===== config.mk =====
export PLATFORM = sky130hd
export DESIGN_NAME = form_field_split_percent_decode
export DESIGN_NICKNAME = d
export VERILOG_FILES = /design/src/rtl/core/ffspd_pkg.sv /design/src/rtl/core/ffspd_in_reg.sv /design/src/rtl/core/ffspd_decode.sv /design/src/rtl/core/ffspd_out_buf.sv /design/src/rtl/core/form_field_split_percent_decode.sv
export SDC_FILE = /design/constraint.sdc
export NUM_CORES = 1
export LEC_CHECK = 0
export ABC_AREA = 0
export BUFFER_PORTS_ARGS = -buffer_cell sky130_fd_sc_hd__buf_2
export CORE_MARGIN = 3
export CORE_UTILIZATION = 35
export CTS_CLUSTER_DIAMETER = 100
export DETAILED_ROUTE_END_ITERATION = 10
export GPL_ROUTABILITY_DRIVEN = 1
export PLACE_DENSITY = 0.52
export SYNTH_ARGS = -nofsm -noshare
export SYNTH_HDL_FRONTEND = slang
export SYNTH_SLANG_ARGS = --single-unit

===== constraint.sdc =====
create_clock -name clk_i -period 10.1 [get_ports clk_i]
set_clock_uncertainty 0.2 [all_clocks]
set_input_delay 1.01 -clock clk_i [delete_from_list [all_inputs] [get_ports clk_i]]
set_output_delay 1.01 -clock clk_i [all_outputs]
set_load 0.1 [all_outputs]

===== src/rtl/core/ffspd_pkg.sv =====
// Shared types, character codes and hex helpers for the form field splitter.
package ffspd_pkg;

  localparam logic [7:0] ChAmp   = 8'h26;
  localparam logic [7:0] ChPct   = 8'h25;
  localparam logic [7:0] ChZero  = 8'h30;
  localparam logic [7:0] ChNine  = 8'h39;
  localparam logic [7:0] ChLowA  = 8'h61;
  localparam logic [7:0] ChLowF  = 8'h66;
  localparam logic [7:0] ChUpA   = 8'h41;
  localparam logic [7:0] ChUpF   = 8'h46;
  localparam logic [3:0] HexTen  = 4'd10;

  localparam int unsigned MaxResults = 3;

  typedef enum logic [1:0] {
    PendNone  = 2'd0,
    PendPct   = 2'd1,
    PendDigit = 2'd2
  } pend_e;

  typedef struct packed {
    logic [7:0] out_byte;
    logic       has_byte;
    logic [7:0] field_index;
    logic       field_end;
    logic       form_end;
  } result_t;

  typedef struct packed {
    logic [1:0]                 cnt;
    result_t [MaxResults-1:0]   res;
  } batch_t;

  function automatic logic is_hex(input logic [7:0] c);
    return ((c >= ChZero) && (c <= ChNine)) ||
           ((c >= ChLowA) && (c <= ChLowF)) ||
           ((c >= ChUpA) && (c <= ChUpF));
  endfunction

  function automatic logic [3:0] hex_val(input logic [7:0] c);
    logic [7:0] v;
    v = 8'd0;
    if ((c >= ChZero) && (c <= ChNine)) begin
      v = c - ChZero;
    end else if ((c >= ChLowA) && (c <= ChLowF)) begin
      v = c - ChLowA + {4'd0, HexTen};
    end else if ((c >= ChUpA) && (c <= ChUpF)) begin
      v = c - ChUpA + {4'd0, HexTen};
    end
    return v[3:0];
  endfunction

endpackage


===== src/rtl/core/ffspd_in_reg.sv =====
// Input register stage that holds one accepted request until the decoder takes it.
module ffspd_in_reg
  import ffspd_pkg::*;
(
  input  logic       clk_i,
  input  logic       rst_ni,
  input  logic       s_valid_i,
  output logic       s_ready_o,
  input  logic       mode_i,
  input  logic [7:0] byte_i,
  input  logic       take_i,
  output logic       valid_o,
  output logic       mode_o,
  output logic [7:0] byte_o
);

  logic       valid_q, valid_d;
  logic       mode_q;
  logic [7:0] byte_q;
  logic       load;

  assign s_ready_o = !valid_q || take_i;
  assign load      = s_valid_i && s_ready_o;

  always_comb begin
    valid_d = valid_q;
    if (load) begin
      valid_d = 1'b1;
    end else if (take_i) begin
      valid_d = 1'b0;
    end
  end

  always_ff @(posedge clk_i or negedge rst_ni) begin
    if (!rst_ni) begin
      valid_q <= 1'b0;
    end else begin
      valid_q <= valid_d;
    end
  end

  always_ff @(posedge clk_i) begin
    if (load) begin
      mode_q <= mode_i;
      byte_q <= byte_i;
    end
  end

  assign valid_o = valid_q;
  assign mode_o  = mode_q;
  assign byte_o  = byte_q;

endmodule


===== src/rtl/core/ffspd_decode.sv =====
// Splitting and percent-decoding logic with the escape and field counter state.
module ffspd_decode
  import ffspd_pkg::*;
#(
  parameter int unsigned MAX_FIELDS = 256
) (
  input  logic       clk_i,
  input  logic       rst_ni,
  input  logic       adv_i,
  input  logic       mode_i,
  input  logic [7:0] byte_i,
  output batch_t     batch_o
);

  localparam int unsigned IdxCap = ((MAX_FIELDS - 1) > 255) ? 255 : (MAX_FIELDS - 1);

  pend_e      pend_q, pend_d;
  logic [7:0] digit_q, digit_d;
  logic [7:0] field_q, field_d;

  function automatic result_t mk(input logic [7:0] b, input logic has, input logic [7:0] idx,
                                 input logic fe, input logic fm);
    result_t r;
    r.out_byte    = b;
    r.has_byte    = has;
    r.field_index = idx;
    r.field_end   = fe;
    r.form_end    = fm;
    return r;
  endfunction

  always_comb begin
    logic [1:0] n;
    logic       flush;
    n       = 2'd0;
    flush   = 1'b0;
    pend_d  = pend_q;
    digit_d = digit_q;
    field_d = field_q;
    batch_o.res = '0;

    if (mode_i || (byte_i == ChAmp)) begin
      flush = 1'b1;
    end else if ((pend_q == PendPct) && is_hex(byte_i)) begin
      pend_d  = PendDigit;
      digit_d = byte_i;
    end else if ((pend_q == PendDigit) && is_hex(byte_i)) begin
      batch_o.res[n] = mk({hex_val(digit_q), hex_val(byte_i)}, 1'b1, field_q, 1'b0, 1'b0);
      n       = n + 2'd1;
      pend_d  = PendNone;
      digit_d = 8'd0;
    end else begin
      flush = 1'b1;
    end

    if (flush) begin
      if ((pend_q == PendPct) || (pend_q == PendDigit)) begin
        batch_o.res[n] = mk(ChPct, 1'b1, field_q, 1'b0, 1'b0);
        n = n + 2'd1;
      end
      if (pend_q == PendDigit) begin
        batch_o.res[n] = mk(digit_q, 1'b1, field_q, 1'b0, 1'b0);
        n = n + 2'd1;
      end
      pend_d  = PendNone;
      digit_d = 8'd0;
      if (mode_i) begin
        batch_o.res[n] = mk(8'd0, 1'b0, field_q, 1'b1, 1'b1);
        n = n + 2'd1;
        field_d = 8'd0;
      end else if (byte_i == ChAmp) begin
        batch_o.res[n] = mk(8'd0, 1'b0, field_q, 1'b1, 1'b0);
        n = n + 2'd1;
        if (field_q < 8'(IdxCap)) begin
          field_d = field_q + 8'd1;
        end
      end else if (byte_i == ChPct) begin
        pend_d = PendPct;
      end else begin
        batch_o.res[n] = mk(byte_i, 1'b1, field_q, 1'b0, 1'b0);
        n = n + 2'd1;
      end
    end

    batch_o.cnt = n;
  end

  always_ff @(posedge clk_i or negedge rst_ni) begin
    if (!rst_ni) begin
      pend_q  <= PendNone;
      digit_q <= 8'd0;
      field_q <= 8'd0;
    end else if (adv_i) begin
      pend_q  <= pend_d;
      digit_q <= digit_d;
      field_q <= field_d;
    end
  end

endmodule


===== src/rtl/core/ffspd_out_buf.sv =====
// Result register that holds one request's results and hands them out one per cycle while the sink is ready.
module ffspd_out_buf
  import ffspd_pkg::*;
(
  input  logic    clk_i,
  input  logic    rst_ni,
  input  logic    load_i,
  input  batch_t  batch_i,
  output logic    take_o,
  output logic    m_valid_o,
  input  logic    m_ready_i,
  output result_t m_res_o
);

  result_t [MaxResults-1:0] res_q;
  logic [1:0] cnt_q, cnt_d;
  logic [1:0] rd_q, rd_d;
  logic       fire;

  assign m_valid_o = (rd_q != cnt_q);
  assign fire      = m_valid_o && m_ready_i;
  assign take_o    = (rd_q == cnt_q) || (((rd_q + 2'd1) == cnt_q) && m_ready_i);
  assign m_res_o   = res_q[rd_q];

  always_comb begin
    cnt_d = cnt_q;
    rd_d  = rd_q;
    if (load_i) begin
      cnt_d = batch_i.cnt;
      rd_d  = 2'd0;
    end else if (fire) begin
      rd_d = rd_q + 2'd1;
    end
  end

  always_ff @(posedge clk_i or negedge rst_ni) begin
    if (!rst_ni) begin
      cnt_q <= 2'd0;
      rd_q  <= 2'd0;
    end else begin
      cnt_q <= cnt_d;
      rd_q  <= rd_d;
    end
  end

  always_ff @(posedge clk_i) begin
    if (load_i) begin
      res_q <= batch_i.res;
    end
  end

endmodule


===== src/rtl/core/form_field_split_percent_decode.sv =====
// Top level of the form body field splitter with percent decoding.
// Each request carries one form byte or an end-of-form mark; the block splits the body into
// fields at '&' and turns '%' with two hex digits into one byte. A request is registered, then
// decoded into up to three results, which leave through a result register one per cycle
// while the sink is ready. An ordinary byte gives one result, and a new one is taken every
// cycle while the sink is ready; a request that closes a field behind a held escape, or
// breaks an escape, can give two or three results and holds the input meanwhile. Field-end
// results carry tlast, and field indices saturate at the smaller of MAX_FIELDS-1 and 255.
module form_field_split_percent_decode
  import ffspd_pkg::*;
#(
  parameter int unsigned MAX_FIELDS = 256
) (
  input  logic        clk_i,
  input  logic        rst_ni,
  input  logic        s_axis_tvalid,
  output logic        s_axis_tready,
  input  logic [7:0]  s_axis_tdata,   // [7:0] in_byte
  input  logic [0:0]  s_axis_tuser,   // [0] mode
  output logic        m_axis_tvalid,
  input  logic        m_axis_tready,
  output logic [15:0] m_axis_tdata,   // [7:0] out_byte, [15:8] field_index
  output logic        m_axis_tlast,   // field_end
  output logic [1:0]  m_axis_tuser    // [0] has_byte, [1] form_end
);

  logic       take;
  logic       in_valid;
  logic       in_mode;
  logic [7:0] in_byte;
  logic       adv;
  batch_t     batch;
  result_t    res;

  ffspd_in_reg u_in_reg (
    .clk_i     (clk_i),
    .rst_ni    (rst_ni),
    .s_valid_i (s_axis_tvalid),
    .s_ready_o (s_axis_tready),
    .mode_i    (s_axis_tuser[0]),
    .byte_i    (s_axis_tdata),
    .take_i    (take),
    .valid_o   (in_valid),
    .mode_o    (in_mode),
    .byte_o    (in_byte)
  );

  assign adv = in_valid && take;

  ffspd_decode #(
    .MAX_FIELDS (MAX_FIELDS)
  ) u_decode (
    .clk_i   (clk_i),
    .rst_ni  (rst_ni),
    .adv_i   (adv),
    .mode_i  (in_mode),
    .byte_i  (in_byte),
    .batch_o (batch)
  );

  ffspd_out_buf u_out_buf (
    .clk_i     (clk_i),
    .rst_ni    (rst_ni),
    .load_i    (adv),
    .batch_i   (batch),
    .take_o    (take),
    .m_valid_o (m_axis_tvalid),
    .m_ready_i (m_axis_tready),
    .m_res_o   (res)
  );

  assign m_axis_tdata = {res.field_index, res.out_byte};
  assign m_axis_tlast = res.field_end;
  assign m_axis_tuser = {res.form_end, res.has_byte};

endmodule


==> key figures, run 1 <==
Cells and area
  – Share of cells above drive strength 1: 13.6%
  – Fillers: 1392
  – Area grow syn2layout: 10.5%
  – Post-route core utilization: 39.9%
  – Nets@finish: 539
  – # diodes: 0

Outcome
  – Outcome: finished clean

Timing
  – Min Tclk post-route: 4.13 ns
  – Final hold violation count: 0
  – RSZ-0062 raised after global routing: false
  – Final setup vio count: 0
  – Final worst-path cycle share: 40.8%
  – Max-slew headroom: 38.4%
  – Pins Over Slew Limit: 0
  – Pin slew with the least headroom to its limit: 0.923 ns
  – Fmax: 242 MHz
  – Fin Setup TNS: 0 ns

Critical path
  – Cell count along the critical path: 5
  – Crit. End Element: output pin
  – Worst reg2reg path depth: 10
  – Reg2reg end: u_out_buf.res_q[49]
  – CP Class: reg -> out
  – Crit path launch: u_out_buf.rd_q[0]
  – R2r setup slk: 6.01 ns
  – Slowest cell on the critical path: dfrtp_1
  – Crit Path Max Fanout: 27
  – Buf+Inv Stages, Crit Path: 2
  – Critical Path Max Stage Delay: 0.94 ns
  – Type of origin of the critical path: flop
  – CP arrival: 2.92 ns
  – Critical Path End: m_axis_tuser[1]
  – Top Family by Delay on Critical Path: flip-flops
  – Ordered cell list for the critical path: inv_2 -> nor2_2 -> nand2_1 -> o21ai_0 -> buf_2
  – Req. time, crit path: 8.89 ns
  – FF-to-FF Start: u_decode.pend_q[0]

Yosys
  – Synth Area in XOR/XNOR: 2.26%
  – Most used DFF post-synth: edfxtp_1
  – Synth top area cells: edfxtp_1 39%, dfrtp_1 11%, mux2i_1 4.8%
  – Post-synth EDFFs: 66
  – Top-count cell post-synth: edfxtp_1
  – Adder-cell share of the synthesized area: 3.72%
  – Post-Syn Area: 5050 sq um
  – Post-Syn Nets: 520
  – Post-Synthesis Cells: 492
  – Synth cell count leaders: 66 x edfxtp_1, 62 x nand2_1, 46 x nor2_1, 33 x and2_1, 32 x o21ai_0
  – Warning count from the yosys run: 0
  – Yosys cell types: 59
  – Yosys top cell area share: 39.3%
  – Synth Area per Inst: 10.3 sq um
  – Mux contribution to synthesized area: 4.76%
  – Post-synthesis sequential area ratio: 50.7%
  – Synth area leader: edfxtp_1
  – Largest family of logic cells by synthesized area: simple AND/OR/NAND/NOR gates
  – Synth Area in Compound Gates: 14.6%
  – Simple-gate share of the synthesized area: 20.0%
  – Post-synth ARST share: 25.8%
  – FF+latch count, synth: 89

Clock network
  – Clock buffer depth: 2
  – Num CTS Buffers: 9
  – Sink Count: 89
  – Root buf cell: clkbuf_16
  – H-tree depth: 3
  – Post-CTS sizing: 0
  – Post-CTS setup buffers: 0
  – Clock slew at reported path FFs: 0.07 ns
  – CTS tree: yes
  – Hold Buf Count CTS: 0
  – Worst-Skew Late Latency: 0.35 ns

Power
  – Peak supply drop: 0.0969 mV
  – Leakage: 2.19 nW
  – Pwr dens: 330 nW/um^2

Global routing
  – Vias in the first global route: 3666
  – Gr usage total: 16.5%
  – First-pass GRT wire length: 20.4 mm
  – GRT overflow: 0
  – Met2 usage: 24.1%
  – Grt peak-use layer: met1
  – Routing usage on met3: 2.54%
  – Largest net degree at the start of global routing: 45
  – Initial antenna violation count: 0
  – Met1 Track Usage GR: 24.6%

Routing
  – Via/cell ratio: 5.40
  – First-pass DRT Iterations: 4
  – ANT nets after route: 0
  – Aggregate routed wire length: 12.6 mm
  – Drt drc: 0
  – Initial drt markers: 382
  – Routed vias: 3759
  – WL/cell: 18.1 um

Placement
  – DP HPWL: 8.71 mm
  – PortBufs: 33
  – GP Congestion: 0.882

Floorplanning
  – IO Pins: 34
  – Die width: 126 um
  – Site Rows: 43
  – Initial core utilization: 36.1%
  – Die height: 126 um
  – Die area: 15900 sq um
  – Core Area: 14000 sq um

Run
  – # Max-Cap Violations: 0

Min path
  – HP Class: reg -> reg
placed cells by master, fill, tap and decap left out, types with 5 or more instances in the layout:
| master | n |
|---|---|
| nand2b_1 | 5 |
| or2_2 | 5 |
| buf_2 | 33 |
| inv_1 | 12 |
| clkbuf_16 | 9 |
| dfrtp_1 | 23 |
| mux2i_1 | 24 |
| a22o_1 | 5 |
| and2_1 | 33 |
| xnor2_1 | 11 |
| nand3_1 | 10 |
| ha_1 | 15 |
| edfxtp_1 | 66 |
| nor3_1 | 15 |
| a31oi_1 | 6 |
| nand2_1 | 62 |
| a211oi_1 | 12 |
| a21oi_1 | 24 |
| o21ai_0 | 32 |
| nor2_1 | 45 |
area by class of cell:
cell class / instances / area, sq um / area share (%)
flip-flops and latches: 89 / 2560 / 45.9
repair buffers: 35 / 180 / 3.23
well taps: 180 / 225 / 4.04
multi-input cells: 362 / 2290 / 41.1
inverters: 14 / 52.6 / 0.942
clock buffers: 9 / 225 / 4.04
clock inverters: 7 / 45.0 / 0.808
state kept, by name (all words and copies together) (netlist names), 2 cells and up:
register	cells
u_decode.digit_q	8
u_out_buf.cnt_q	2
u_out_buf.rd_q	2
u_decode.pend_q	2
u_in_reg.byte_o	8
u_out_buf.res_q	57
u_decode.field_q	8
power by group:
part           leakage, nW  internal, mW  switching, mW
sequential           0.949         0.553         0.0873
clock                0.127         0.166          0.146
combinational         1.11         0.157          0.731
total                 2.19         0.876          0.964
routing by layer:
metal / vias to the layer above / wire length (um)
li1: 1809 / -
met1: 1821 / 6200
met2: 115 / 5630
met3: 14 / 587
met4: 0 / 208
met5: - / 0
worst min path at each step:
stage | start | to | slack (ns) | cells after the start
finish | u_decode.pend_q[0] | u_decode.pend_q[0] | 0.32 | 2
CTS | u_decode.pend_q[0] | u_decode.pend_q[0] | 0.33 | 2
global route | u_decode.pend_q[0] | u_decode.pend_q[0] | 0.37 | 2
detailed placement | u_decode.pend_q[0] | u_decode.pend_q[0] | 0.32 | 2
global placement | u_decode.pend_q[0] | u_decode.pend_q[0] | 0.30 | 2
floorplan | u_decode.pend_q[0] | u_decode.pend_q[0] | 0.28 | 2
tightest hold or removal path, stage by stage (launching register included):
cell and delay, ns:
dfrtp_1 0.37, nand2_1 0.05, o21ai_0 0.07
per-stage QoR:
step / area (sq um) / worst slack (ns) / hold WS [ns] / total power [mW] / instances
after floorplan: 5050 / 5.75 / 0.278 / 1.37 / 492
after CTS: 5580 / 5.89 / 0.331 / 1.86 / 696
after global routing: 5580 / 5.64 / 0.368 / 1.93 / 696
after detailed placement: 5310 / 6.03 / 0.316 / 1.54 / 680
after global placement: 5310 / 6.09 / 0.301 / 1.54 / 680
final: 5580 / 5.97 / 0.321 / 1.84 / 696
kinds of logic (layout without fill, tap and decap cells):
| group | Yosys count | after routing |
|---|---|---|
| multiplexers | 24 | 24 |
| AND/OR/NAND/NOR | 201 | 201 |
| XOR/XNOR | 13 | 13 |
| AO/OA/AOI/OAI | 109 | 109 |
| flip-flops | 89 | 89 |
| buffers and inverters | 41 | 65 |
| adder cells (fa/ha/maj) | 15 | 15 |
No activity file was read; power rests on OpenSTA's default activity.
==> run 2: changes to the inputs <==
==> constraint.sdc (replaced) <==
create_clock -name clk_i -period 4.3 [get_ports clk_i]
set_clock_uncertainty 0.2 [all_clocks]
set_input_delay 0.43 -clock clk_i [delete_from_list [all_inputs] [get_ports clk_i]]
set_output_delay 0.43 -clock clk_i [all_outputs]
set_load 0.1 [all_outputs]
==> key figures, run 2 (synthesis results as in run 1) <==
Outcome
  – Outcome: finished clean

Critical path
  – CP dominant cell by count: ha_1
  – Top Family by Delay on Critical Path: simple AND/OR/NAND/NOR gates
  – Ordered cell list for the critical path: inv_1 -> ha_1 -> or2_2 -> a221oi_2 -> nor3b_4 -> ha_1 -> xor2_1 -> nor2_1 -> and2_1 -> nand2_1 -> a32oi_1
  – CP Class: reg -> reg
  – Crit. End Element: flop
  – Req. time, crit path: 4.23 ns (-4.66 ns)
  – Critical Path Max Stage Delay: 0.59 ns (-0.35 ns)
  – Slowest cell on the critical path: edfxtp_1
  – Crit Path Max Fanout: 11 (-59%)
  – Buf+Inv Stages, Crit Path: 1 (-1)
  – Type of origin of the critical path: flop
  – CP arrival: 3.88 ns (+0.96 ns)

Global routing
  – Vias in the first global route: 3530 (-3.7%)
  – GRT overflow: 0 (unchanged)
  – Gr usage total: 16.0% (-0.46 points)
  – Routing usage on met3: 2.42% (-0.13 points)
  – Largest net degree at the start of global routing: 56 (+24%)
  – Grt peak-use layer: met1
  – Initial antenna violation count: 0 (unchanged)
  – First-pass GRT wire length: 19.7 mm (-3.3%)
  – Met2 usage: 22.8% (-1.3 points)
  – Met1 Track Usage GR: 23.7% (-0.90 points)

Routing
  – Aggregate routed wire length: 12.5 mm (-1.2%)
  – ANT nets after route: 0 (unchanged)
  – Drt drc: 0 (unchanged)
  – Initial drt markers: 327 (-14%)
  – Routed vias: 3744 (-0.40%)
  – First-pass DRT Iterations: 4 (unchanged)
  – Via/cell ratio: 5.33 (-1.3%)
  – WL/cell: 17.8 um (-2.0%)

Cells and area
  – Area grow syn2layout: 11.6%
  – Most flop-heavy register: u_out_buf.res_q
  – Share of cells above drive strength 1: 14.0% (+0.42 points)
  – Most frequent cells in the layout: 66 x edfxtp_1, 62 x nand2_1, 46 x nor2_1, 33 x and2_1, 33 x buf_2
  – # diodes: 0 (unchanged)
  – Nets@finish: 545 (+1.1%)
  – Commonest non-fill, non-tap cell in the layout: edfxtp_1
  – Max reg flops: 57 (unchanged)

Run
  – # Max-Cap Violations: 0 (unchanged)

Timing
  – Final hold violation count: 0 (unchanged)
  – RSZ-0062 raised after global routing: false
  – Final setup vio count: 0 (unchanged)
  – Min Tclk post-route: 3.95 ns
  – Pins Over Slew Limit: 0 (unchanged)
  – Pin slew with the least headroom to its limit: 0.846 ns (-0.0766 ns)
  – Max-slew headroom: 43.3% (+4.9 points)
  – Worst hold slack: 0.0576 ns (-0.263 ns)
  – Final worst-path cycle share: 91.8%
  – Fmax: 253 MHz
  – Fin Setup TNS: 0 ns (unchanged)

Power
  – Logic pwr share: 49.2% (+0.9 points)
  – Sequential Power Share: 34.3% (-0.5 points)
  – Peak supply drop: 0.339 mV (+250%)
  – Leakage: 2.22 nW (+1.4%)
  – Power Internal: 2.09 mW (+140%)
  – Switch Pwr: 2.24 mW (+130%)
  – Pwr dens: 770 nW/um^2 (+130%)
  – Switching Share: 51.7% (-0.69 points)
  – Clk pwr share: 16.5% (-0.4 points)

Clock network
  – Root buf cell: clkbuf_16
  – Num CTS Buffers: 9 (unchanged)
  – Post-CTS sizing: 0 (unchanged)
  – CTS tree: yes
  – Clock slew at reported path FFs: 0.06 ns (about the same)
  – Worst-Skew Late Latency: 0.34 ns (about the same)
  – Sink Count: 89 (unchanged)
  – H-tree depth: 3 (unchanged)
  – Clock buffer depth: 2 (unchanged)

Floorplanning
  – Die area: 15900 sq um (unchanged)
  – Core Area: 14000 sq um (unchanged)
  – Initial core utilization: 36.1% (unchanged)
  – Die height: 126 um (unchanged)
  – IO Pins: 34 (unchanged)
  – Site Rows: 43 (unchanged)
  – Die width: 126 um (unchanged)

Placement
  – PortBufs: 33 (unchanged)
  – DP HPWL: 8.90 mm (+2.2%)
  – GP Congestion: 0.879 (-0.32%)

Min path
  – HP Class: in -> reg
## run 2: power groups by stage
stage               Combinational [mW]  Clock [mW]  Sequential, mW
floorplan                         1.84           0            1.39
finish                            2.13       0.714            1.49
global placement                  2.15           0            1.50
CTS                               2.16       0.735            1.49
global route                      2.26       0.774            1.53
detailed placement                2.16           0            1.51
## run 2: area by class of cell
| class | instances | area, sq um |
|---|---|---|
| Clock buffer | 11 | 233 |
| Clock inverter | 5 | 32.5 |
| Fill cell | 1383 | 8360 |
| Inverter | 14 | 52.6 |
| Multi-Input combinational cell | 362 | 2290 |
| Sequential cell | 89 | 2560 |
| Tap cell | 180 | 225 |
| Timing Repair Buffer | 41 | 240 |
## run 2: path summary, 6_finish.rpt
path / from / end / slack, ns / depth (start not counted)
max in group asynchronous: rst_ni / u_decode.digit_q[6] / 3.04 / 2
min in group asynchronous: rst_ni / u_out_buf.rd_q[1] / 0.44 / 2
hold reg to reg: u_decode.pend_q[0] / u_decode.pend_q[0] / 0.33 / 2
setup / recovery: u_in_reg.byte_o[1] / u_out_buf.res_q[16] / 0.35 / 11
setup reg to reg: u_in_reg.byte_o[1] / u_out_buf.res_q[16] / 0.35 / 11
hold / removal: s_axis_tdata[5] / u_in_reg.byte_o[5] / 0.06 / 1
## run 2: timing repair
item / CTS / global route
setup buffers: 0 / 0
endpoints found under the hold margin: 23 / 0
hold buffers: 1 / 0
## run 2: worst register-to-register path, cell delays in order (launching register included)
cell and delay [ns]:
edfxtp_1 0.59, inv_1 0.12, ha_1 0.26, or2_2 0.32, a221oi_2 0.50, nor3b_4 0.09
ha_1 0.36, xor2_1 0.21, nor2_1 0.25, and2_1 0.37, nand2_1 0.12, a32oi_1 0.33
## run 2: through the flow
stage	cells	area [sq um]	util, %	setup WS, ns	power, mW
after CTS	702	5630	40.2	0.428	4.39
final	702	5630	40.2	0.352	4.34
after global routing	702	5630	40.2	0.137	4.56
after detailed placement	685	5350	38.3	0.451	3.67
after global placement	685	5350	38.3	0.554	3.65
after floorplan	492	5050	-	0.530	3.23
## run 2: layer usage
layer / part of all wire (%) / wire length [um]
met5: 0 / 0
met4: 3.0 / 376
met3: 3.7 / 462
met2: 43 / 5360
met1: 50 / 6280
==> run 3: changes to the inputs <==
--- a/config.mk
+++ b/config.mk
@@ -8,11 +8,11 @@
 export ABC_AREA = 0
 export BUFFER_PORTS_ARGS = -buffer_cell sky130_fd_sc_hd__buf_2
 export CORE_MARGIN = 3
-export CORE_UTILIZATION = 35
+export CORE_UTILIZATION = 25
 export CTS_CLUSTER_DIAMETER = 100
 export DETAILED_ROUTE_END_ITERATION = 10
 export GPL_ROUTABILITY_DRIVEN = 1
-export PLACE_DENSITY = 0.52
+export PLACE_DENSITY_LB_ADDON = 0.25
 export SYNTH_ARGS = -nofsm -noshare
 export SYNTH_HDL_FRONTEND = slang
 export SYNTH_SLANG_ARGS = --single-unit
==> key figures, run 3 (synthesis results as in run 1) <==
Floorplanning
  – Site Rows: 51 (+19%)
  – Die height: 148 um (+17%)
  – Initial core utilization: 25.7% (-10 points)
  – Die width: 148 um (+17%)
  – Core Area: 19700 sq um (+41%)
  – IO Pins: 34 (unchanged)
  – Die area: 21900 sq um (+38%)

Routing
  – First-pass DRT Iterations: 5 (+1)
  – Initial drt markers: 379 (+16%)
  – Routed vias: 3740 (-0.11%)
  – ANT nets after route: 0 (unchanged)
  – WL/cell: 16.2 um (-9.0%)
  – Via/cell ratio: 4.75 (-11%)
  – Aggregate routed wire length: 12.7 mm (+2.2%)
  – Drt drc: 0 (unchanged)

Placement
  – GP Congestion: 0.874 (-0.61%)
  – DP HPWL: 9.19 mm (+3.2%)
  – PortBufs: 33 (unchanged)
  – Placed cell areas: 5480 sq um (+2.4%)
  – Dpl cells: 771 (+13%)
  – Placement Setup Slack: 0.443 ns (-0.00823 ns)

Cells and area
  – Share of cells above drive strength 1: 14.5% (+0.55 points)
  – Most frequent cells in the layout: 66 x edfxtp_1, 62 x nand2_1, 46 x nor2_1, 33 x and2_1, 33 x buf_2
  – Post-route cell area: 5790 sq um (+2.8%)
  – Fillers: 2101 (+52%)
  – # diodes: 0 (unchanged)
  – Max reg flops: 57 (unchanged)
  – Commonest non-fill, non-tap cell in the layout: edfxtp_1
  – Finished Layout Cells: 788 (+12%)
  – Nets@finish: 546 (+0.18%)
  – Most flop-heavy register: u_out_buf.res_q
  – Area grow syn2layout: 14.7%

Clock network
  – H-tree depth: 3 (unchanged)
  – Post-CTS sizing: 0 (unchanged)
  – Root buf cell: clkbuf_16
  – Post-CTS setup buffers: 0 (unchanged)
  – CTS tree: yes
  – Clock buffer depth: 2 (unchanged)
  – Num CTS Buffers: 9 (unchanged)
  – Sink Count: 89 (unchanged)
  – Hold Buf Count CTS: 1 (unchanged)
  – Worst-Skew Late Latency: 0.35 ns (about the same)
  – Clock slew at reported path FFs: 0.06 ns (about the same)

Global routing
  – Largest net degree at the start of global routing: 28 (-50%)
  – Vias in the first global route: 3631 (+2.9%)
  – GRT overflow: 0 (unchanged)
  – Initial antenna violation count: 0 (unchanged)
  – Gr usage total: 11.9% (-4.2 points)
  – First-pass GRT wire length: 20.4 mm (+3.2%)

Timing
  – Fin Setup TNS: 0 ns (unchanged)
  – Min Tclk post-route: 3.91 ns (-0.0417 ns)
  – Fmax: 256 MHz (+1.1%)
  – Max-slew headroom: 46.9% (+3.6 points)
  – Final setup vio count: 0 (unchanged)
  – Pins Over Slew Limit: 0 (unchanged)
  – Pin slew with the least headroom to its limit: 0.793 ns (-0.0530 ns)
  – Final WS setup: 0.394 ns (+0.0417 ns)
  – RSZ-0062 raised after global routing: false
  – Final worst-path cycle share: 90.8% (-0.97 points)
  – Final hold violation count: 0 (unchanged)

Critical path
  – FF-to-FF Start: u_in_reg.byte_o[0]
  – CP arrival: 3.87 ns (about the same)
  – Crit. End Element: flop
  – Req. time, crit path: 4.26 ns (+0.03 ns)
  – Ordered cell list for the critical path: inv_1 -> ha_1 -> or2_2 -> a221oi_2 -> nor3b_4 -> ha_1 -> xor2_1 -> nor2_1 -> nand2_1 -> o221ai_1 -> a31o_1 -> a32oi_1
  – CP dominant cell by count: ha_1
  – Slowest cell on the critical path: edfxtp_1
  – Type of origin of the critical path: flop
  – CP Class: reg -> reg
  – Buf+Inv Stages, Crit Path: 1 (unchanged)
  – Top Family by Delay on Critical Path: compound AO/OA/AOI/OAI gates
  – Critical Path Max Stage Delay: 0.57 ns (-0.02 ns)
  – Crit Path Max Fanout: 9 (-2)
  – Crit path launch: u_in_reg.byte_o[0]

Power
  – Power Internal: 2.17 mW (+3.4%)
  – Pwr dens: 770 nW/um^2 (about the same)
  – Sequential Power Share: 33.0% (-1.3 points)
  – Switch Pwr: 2.29 mW (+2.0%)
  – Switching Share: 51.4% (-0.34 points)
  – Logic pwr share: 49.1% (about the same)
  – Peak supply drop: 0.301 mV (-11%)
  – Leakage: 2.25 nW (+1.2%)
  – Clk pwr share: 17.8% (+1.3 points)

Min path
  – HP Class: in -> reg
  – Hold wc startpoint: s_axis_tdata[4]

Run
  – # Max-Cap Violations: 0 (unchanged)

Outcome
  – Outcome: finished clean
==> run 3: final cells by class <==
| type | count | area (sq um) | share of cell area (%) |
|---|---|---|---|
| Clock buffer | 10 | 229 | 3.96 |
| Clock inverter | 6 | 67.6 | 1.17 |
| Inverter | 14 | 52.6 | 0.908 |
| Multi-Input combinational cell | 362 | 2290 | 39.5 |
| Sequential cell | 89 | 2560 | 44.2 |
| Tap cell | 265 | 332 | 5.73 |
| Timing Repair Buffer | 42 | 260 | 4.50 |
==> run 3: path summary, 6_finish.rpt <==
check	endpoint	slack, ns	depth (start not counted)
setup / recovery	u_out_buf.res_q[16]	0.39	12
hold / removal	u_in_reg.byte_o[4]	0.06	1
setup reg to reg	u_out_buf.res_q[16]	0.39	12
hold reg to reg	u_decode.pend_q[0]	0.32	2
max in group asynchronous	u_decode.field_q[7]	3.08	2
min in group asynchronous	u_decode.digit_q[7]	0.41	2
==> run 3: per-layer routing <==
| metal | global-route usage, % | vias up | share of wire [%] |
|---|---|---|---|
| met3 | 2.50 | 19 | 4.8 |
| met2 | 17.2 | 109 | 43 |
| met4 | 4.25 | 0 | 1.7 |
| li1 | - | 1829 | - |
| met1 | 17.4 | 1783 | 50 |
| met5 | 0 | - | 0 |
==> run 3: power by group through the flow <==
stage / clock network [mW] / registers (mW) / logic [mW]
finish: 0.794 / 1.47 / 2.19
CTS: 0.816 / 1.47 / 2.22
floorplan: 0 / 1.39 / 1.84
detailed placement: 0 / 1.49 / 2.22
global placement: 0 / 1.48 / 2.20
global route: 0.848 / 1.50 / 2.32
==> run 3: through the flow <==
stage | hold WS [ns] | total power [mW] | utilization (%)
floorplan | -0.0656 | 3.23 | -
detailed placement | 0.265 | 3.70 | 27.9
global route | 0.0464 | 4.68 | 29.4
finish | 0.0595 | 4.45 | 29.4
global placement | 0.263 | 3.68 | 27.9
CTS | 0.0458 | 4.51 | 29.4
==> run 3: worst register-to-register path: stages (launching register included) <==
cell      delay (ns)
edfxtp_1        0.57
inv_1           0.15
ha_1            0.25
or2_2           0.32
a221oi_2        0.51
nor3b_4         0.09
ha_1            0.36
xor2_1          0.33
nor2_1          0.13
nand2_1         0.17
o221ai_1        0.15
a31o_1          0.20
a32oi_1         0.27
